===== config.mk =====
export PLATFORM = sky130hd
export DESIGN_NAME = psc_ctrl
export DESIGN_NICKNAME = d
export VERILOG_FILES = /design/src/rtl/core/psc_pkg.sv /design/src/rtl/core/psc_ctrl.sv
export SDC_FILE = /design/constraint.sdc
export NUM_CORES = 1
export LEC_CHECK = 0
export BUFFER_PORTS_ARGS = -buffer_cell sky130_fd_sc_hd__buf_2
export CAP_MARGIN = 20
export CORE_ASPECT_RATIO = 0.9
export CORE_MARGIN = 10
export CORE_UTILIZATION = 55
export CTS_CLUSTER_SIZE = 24
export DETAILED_ROUTE_END_ITERATION = 8
export PLACE_DENSITY_LB_ADDON = 0.08
export SLEW_MARGIN = 20
export SYNTH_ARGS = -nofsm -noshare
export SYNTH_HDL_FRONTEND = slang
export SYNTH_SLANG_ARGS = --single-unit

===== constraint.sdc =====
create_clock -name clk -period 4.42 [get_ports clk]
set_input_delay 0 -clock clk [delete_from_list [all_inputs] [get_ports clk]]
set_output_delay 0 -clock clk [all_outputs]
set_load 0.05 [all_outputs]

===== src/rtl/core/psc_pkg.sv =====
// Shared types and constants for the paired sample correlation block.
// Holds the controller opcodes, the command/status structs and the datapath widths.
// No dependencies.
package psc_pkg;

	localparam int WORD_W   = 64;   // modular width of the set arithmetic
	localparam int PROD_W   = 192;  // serial multiplier accumulator
	localparam int MB_W     = 128;  // serial multiplier multiplicand
	localparam int DVD_W    = 80;   // dividend {num, 16 fraction zeros}
	localparam int FRAC_W   = 16;
	localparam int K_W      = 17;   // correlation magnitude, 0..65536
	localparam int KIDX_W   = 5;    // index of a correlation bit
	localparam int KSQ_W    = 34;   // square of a trial correlation
	localparam int RHS_W    = 160;  // c*c shifted by 32
	localparam int SAMPLE_W = 16;
	localparam int TDATA_IN_W  = 32;
	localparam int TDATA_OUT_W = 248;

	localparam logic [K_W-1:0]    K_ONE   = 17'h10000;  // +1.0 in Q1.16
	localparam logic [KIDX_W-1:0] K_TOP   = 5'd16;

	// Controller steps; each names one unit operation and its destination.
	typedef enum logic [4:0] {
		OP_NSXX, OP_SX2, OP_NSYY, OP_SY2, OP_NSXY, OP_SXSY, OP_DEN,
		OP_MX, OP_MY, OP_VX, OP_VY, OP_CV,
		OP_P, OP_CM2, OP_CAND, OP_TRY, OP_LOAD
	} op_t;

	typedef struct packed {
		logic              acc;      // accumulate the accepted item
		logic              start;    // start the unit selected by op
		op_t               op;
		logic [KIDX_W-1:0] bit_idx;  // correlation bit under trial
		logic              load;     // copy results out, clear sums
	} cmd_t;

	typedef struct packed {
		logic done;       // running unit finished, result captured
		logic zero_var;
		logic out_full;
	} stat_t;

endpackage


===== src/rtl/core/psc_ctrl.sv =====
// Controller: walks the end-of-set sequence of multiplies, divides and correlation trials.
// Depends on psc_pkg.
module psc_ctrl import psc_pkg::*; (
	input  logic  clk,
	input  logic  arst_n,
	input  logic  s_tvalid,
	output logic  s_tready,
	input  logic  s_tlast,
	output cmd_t  cmd,
	input  stat_t stat
);

	typedef enum logic [2:0] {ST_ACC, ST_ISSUE, ST_WAIT, ST_OUT, ST_DONE} state_t;

	state_t            state_q;
	op_t               step_q, nxt_step;
	logic [KIDX_W-1:0] bit_q, nxt_bit;
	logic              s_tready_q, start_q, load_q;
	logic              acc;

	assign acc = s_tvalid && s_tready_q;

	always_comb begin
		nxt_step = step_q;
		nxt_bit  = bit_q;
		case (step_q)
			OP_CV:   nxt_step = stat.zero_var ? OP_LOAD : OP_P;
			OP_CM2: begin
				nxt_step = OP_CAND;
				nxt_bit  = K_TOP;
			end
			OP_CAND: nxt_step = OP_TRY;
			OP_TRY: begin
				if (bit_q == '0) begin
					nxt_step = OP_LOAD;
				end else begin
					nxt_step = OP_CAND;
					nxt_bit  = bit_q - 1'b1;
				end
			end
			OP_LOAD: nxt_step = OP_LOAD;
			default: nxt_step = op_t'(step_q + 1'b1);
		endcase
	end

	always_ff @(posedge clk or negedge arst_n) begin
		if (!arst_n) begin
			state_q    <= ST_ACC;
			step_q     <= OP_NSXX;
			bit_q      <= '0;
			s_tready_q <= 1'b1;
			start_q    <= 1'b0;
			load_q     <= 1'b0;
		end else begin
			case (state_q)
				ST_ACC: begin
					if (acc && s_tlast) begin
						s_tready_q <= 1'b0;
						step_q     <= OP_NSXX;
						state_q    <= ST_ISSUE;
					end
				end
				ST_ISSUE: begin
					start_q <= 1'b1;
					state_q <= ST_WAIT;
				end
				ST_WAIT: begin
					start_q <= 1'b0;
					if (stat.done) begin
						step_q  <= nxt_step;
						bit_q   <= nxt_bit;
						state_q <= (nxt_step == OP_LOAD) ? ST_OUT : ST_ISSUE;
					end
				end
				ST_OUT: begin
					if (!stat.out_full) begin
						load_q  <= 1'b1;
						state_q <= ST_DONE;
					end
				end
				ST_DONE: begin
					load_q     <= 1'b0;
					s_tready_q <= 1'b1;
					state_q    <= ST_ACC;
				end
				default: state_q <= ST_ACC;
			endcase
		end
	end

	assign s_tready    = s_tready_q;
	assign cmd.acc     = acc;
	assign cmd.start   = start_q;
	assign cmd.op      = step_q;
	assign cmd.bit_idx = bit_q;
	assign cmd.load    = load_q;

	assert property (@(posedge clk) disable iff (!arst_n) s_tready_q |-> (state_q == ST_ACC))
		else $error("input ready outside accumulation");
	assert property (@(posedge clk) disable iff (!arst_n) start_q |=> !start_q)
		else $error("unit start longer than one cycle");
	assert property (@(posedge clk) disable iff (!arst_n) load_q |-> !start_q && !s_tready_q)
		else $error("load overlaps a unit start or an input item");

endmodule


# After elaboration in Yosys (flattened, before gate mapping)
# Cells that the tools add are included.
# op_classes
add_sub_neg,2
eq_ne,14
n_mux,18
n_reduce_logical,14
# ops
operator,count
two-way mux 5 bit,5
case mux 5 bit (5 select lines),1
equality test 5 x 4 -> 1 bit (second input constant),4
case mux 5 bit (2 select lines),2
case mux 3 bit (4 select lines),1
equality test 5 bit (second input constant),2
nonzero test 2 bit,5
two-way mux 3 bit,3
inequality test 2 bit (second input constant),4
equality test 3 x 2 -> 1 bit (second input constant),2
case mux 1 bit (2 select lines),3
AND reduction 3 bit,2
adder 5 x 1 -> 5 bit (second input constant),1
logical NOT 5 bit,1
subtractor 5 x 1 -> 5 bit (second input constant),1
AND reduction 2 bit,2
AND reduction 4 bit,1
equality test 3 x 1 -> 1 bit (second input constant),1
equality test 3 bit (second input constant),1
logical NOT 3 bit,1
logical AND 1 bit,2
two-way mux 1 bit,2
two-way mux 2 bit,1
# word_totals
register_bits,16
output_inout_bits,14
wordCells,54

# Logic depth before layout (Yosys ltp)
# logic_depth
word_depth,7
ltp_mapped,8
ltp_nobuf,8

# Worst setup path after synthesis
# Ideal clock, no wire load.
# synth_path
path_kind,reg-to-reg
start,reg step_q[0]
end,reg bit_q[4]
arrival_ps,2232
slack_ps,2067
stages_incl_launch_ff,9
n_path_buf,0
synth_period_minus_slack_ps,2353
path_cell_list,dfrtp_1 > ha_1 > and3_2 > ha_1 > inv_1 > mux2_4 > nor3_2 > xnor2_1 > nand2b_1
# synth_between
elab_chain_cells,3
# synth_rtl
item,line_no,text
from (decl),psc_ctrl.sv:16,"op_t step_q, nxt_step;"
from (signal assigned),psc_ctrl.sv:70,step_q <= nxt_step;
equality test 5 x 4 -> 1 bit,psc_ctrl.sv:26,case (step_q)
inequality test 2 bit (no line) or nonzero test 2 bit (tied branches),-,
AND reduction 4 bit (no line),-,
to (signal assigned),psc_ctrl.sv:71,bit_q <= nxt_bit;
to (decl),psc_ctrl.sv:17,"logic [KIDX_W-1:0] bit_q, nxt_bit;"
# Parallel ways exist; a longest one is shown, timed or not.
# A chain may end at the register's enable or synchronous reset.

# Final worst setup path
# Ends and elaborated chain as after synthesis.

==> results.cfg <==
[logic_synthesis]
synth.distinct_cells = 47
synth_cells = 130
yosys.area_share.simple_pct = 28.4
synth.area.mux_share_pct = 2.01
synth_top_family_by_area = simple AND/OR/NAND/NOR gates
yosysSeqAreaShare_pct = 32.2
synthAdderAreaFrac_pct = 7.02
syn_nets = 144
yosysWarnings = 0
synth_area_per_cell_sq_um = 9.60
synthesis.area_sq_um = 1250
synth_seq_cells = 16
synth_compound_area_share_pct = 20.4
synth_xor_area_share_pct = 2.81

[timing]
rsz0062_at_grt = false
slew_headroom_pct = 68.5
period_needed_ns = 2.22
post-route-period-util_pct = 50.3
worstMarginPinSlew_ns = 0.472
holdWs_ns = 0.0266
skew_ns = 0.00740
fin_setup_tns_ns = 0
setup_viol = 0
final_hold_viol_count = 0
drv_slew = 0
fmax_mhz = 450

[finish]
area_growth_pct = 10.7
layout_commonest_cell = buf_2
fin_util_pct = 63.9
drive_above_1_share_pct = 29.1
fillers = 190
n_antenna_cell = 0
nNetsFinal = 163
final_cell_mix = buf_2, dfrtp_1, nor2_1

[drt]
viasPerCell = 5.77
highest_layer = met4
drtIter0Drc = 63
final_antenna_net_count = 0
dr.pass1.iters = 4
post_drt_wl_per_cell_um = 15.2
wirelength_mm = 2.65
met1Wirelength_mm = 1.24
vias = 1010
met3WireLength_um = 105
drc = 0
met2WireLength_mm = 1.26

[clock_network]
clkTransAtPathRegs_ns = 0.10
clk_latency_ns = 0.29
hold_buffers = 2
cts_setup_buffers = 0
clock_path_buffers = 2
cts-resized-gates = 0
clock_sinks = 16
htreeDepth = 1
numCtsBuffers = 3
clock-root-buffer = clkbuf_4
cts_tree = built

[setup_path]
critPathKind = flip-flop to flip-flop
cpMostUsedCell = ha_1
required_ns = 4.60
startpoint_type = flip-flop
end_kind = flip-flop
crit_family = adder cells
crit_buf_inv = 1
crit_path_cell_trace = ha_1 > and3_2 > ha_1 > inv_1 > mux2_4 > nor3_2 > xnor2_1 > nand2b_1
slowest_stage = dfrtp_1
cpPeakStageDelay_ns = 0.46
crit_arrival_ns = 2.40
critPathMaxFanout = 7

[floorplan]
dieArea_sq_um = 4580
die_width_um = 70.2
ios = 21
start_util_pct = 57.7
die_h_um = 65.2
core_region_area_sq_um = 2160
rows = 16

[power_and_ir_drop]
p_seq_share_pct = 38.7
internal_power_uw = 315
irDropWorstVdd_mv = 0.379
comb_power_share_pct = 45.5
switchingPower_uw = 305
clkPwrFrac_pct = 15.9
switching_share_pct = 49.2
power_leakage_nw = 0.683
p_per_area_nw_per_um2 = 449

[global_route]
grt_pass1_wl_mm = 4.55
grt_pass1_vias = 962
grt_overflow = 0
grt_use_total_pct = 11.8
antenna_found_initial = 0
grt_max_degree = 17

[placement]
dp_hpwl_mm = 2.08
gp_congestion = 0.862
portBuffers = 20

[outcome]
status = completed

[job]
drv_cap = 0

[worst_hold_path]
hp-class = primary input to flip-flop
-- layout make-up --
class / count / area [sq um] / area share (%)
Multi-Input combinational cell: 97 / 756 / 54.7
Sequential cell: 16 / 402 / 29.1
Timing Repair Buffer: 22 / 120 / 8.70
Clock buffer: 4 / 36.3 / 2.63
Inverter: 9 / 33.8 / 2.45
Tap cell: 27 / 33.8 / 2.45
-- flip-flops by register name, summed over array words and instances, names as in the netlist --
signal,cells
start_q,1
state_q,3
load_q,1
bit_q,5
step_q,5
s_tready,1
-- synthesized netlist by cell type (all sizes together) --
| library cell | count | area (sq um) |
|---|---|---|
| dfrtp | 15 | 375 |
| nor2 | 13 | 48.8 |
| nand2 | 10 | 37.5 |
| a21oi | 9 | 45.0 |
| inv | 9 | 33.8 |
| o21ai | 9 | 52.6 |
| buf | 8 | 56.3 |
| ha | 7 | 87.6 |
| nor3 | 5 | 35.0 |
| nand3 | 4 | 25.0 |
| a22o | 3 | 26.3 |
| nand2b | 3 | 26.3 |
| nand4b | 3 | 41.3 |
| xnor2 | 3 | 26.3 |
| a31oi | 2 | 12.5 |
| and2 | 2 | 12.5 |
| nand3b | 2 | 40.0 |
| o21a | 2 | 23.8 |
| o22ai | 2 | 12.5 |
| a211oi | 1 | 7.51 |
| a2bb2oi | 1 | 8.76 |
| a31o | 1 | 8.76 |
| and3 | 1 | 7.51 |
| and3b | 1 | 8.76 |
| and4b | 1 | 10.0 |
| and4bb | 1 | 12.5 |
| dfstp | 1 | 26.3 |
| mux2 | 1 | 15.0 |
| mux2i | 1 | 10.0 |
| nor3b | 1 | 7.51 |
| nor4b | 1 | 23.8 |
| o211ai | 1 | 7.51 |
| o221ai | 1 | 15.0 |
| o311ai | 1 | 26.3 |
| o31ai | 1 | 7.51 |
| or2b | 1 | 11.3 |
| or3 | 1 | 6.26 |
| xor2 | 1 | 8.76 |
-- cells by family (layout without fill, tap and decap cells) --
kind of cell,Yosys count,after routing
simple gates,50,50
fa+ha+maj,7,7
compound gates,34,34
xor+xnor,4,4
buf+inv,17,35
flops,16,16
mux,2,2
-- power by group through the flow --
stage / Combinational (mW) / Clock (mW) / Sequential, mW
global route: 0.304 / 0.107 / 0.249
detailed placement: 0.281 / 0 / 0.242
floorplan: 0.216 / 0 / 0.260
CTS: 0.284 / 0.100 / 0.239
global placement: 0.278 / 0 / 0.239
finish: 0.282 / 0.0984 / 0.240
-- stage by stage --
step	area [sq um]	instances	total power, mW	setup WS [ns]
6_report	1380	175	0.620	2.20
3_3_place_gp	1330	169	0.517	2.29
4_1_cts	1380	175	0.623	2.19
3_5_place_dp	1330	169	0.524	2.20
5_1_grt	1380	175	0.661	2.03
2_1_floorplan	1250	130	0.476	2.07
-- worst reg2reg max path: cells and delay by family (launching register included) --
family / cells / cell delay (ns)
adder cells (fa/ha/maj): 2 / 0.54
AND/OR/NAND/NOR: 3 / 0.48
flip-flops: 1 / 0.46
multiplexers: 1 / 0.34
buffers and inverters: 1 / 0.14
XOR/XNOR: 1 / 0.14
-- worst paths after layout --
check                                from    endpoint  slack, ns  cells past startpoint
worst max-delay path            step_q[0]    bit_q[4]       2.20                      8
worst min-delay path             s_tvalid    s_tready       0.03                      3
max in group asynchronous          arst_n    s_tready       3.96                      2
worst max register to register  step_q[0]    bit_q[4]       2.20                      8
worst min register to register   bit_q[0]    bit_q[0]       0.54                      1
min in group asynchronous          arst_n  state_q[2]       0.15                      2
-- routing by layer --
layer	GRT usage, %	vias to the layer above
li1	-	499
met1	14.1	475
met2	20.1	28
met3	2.70	8
met4	4.68	0
met5	0	-
Note: power is estimated with default switching activity, not from simulation.
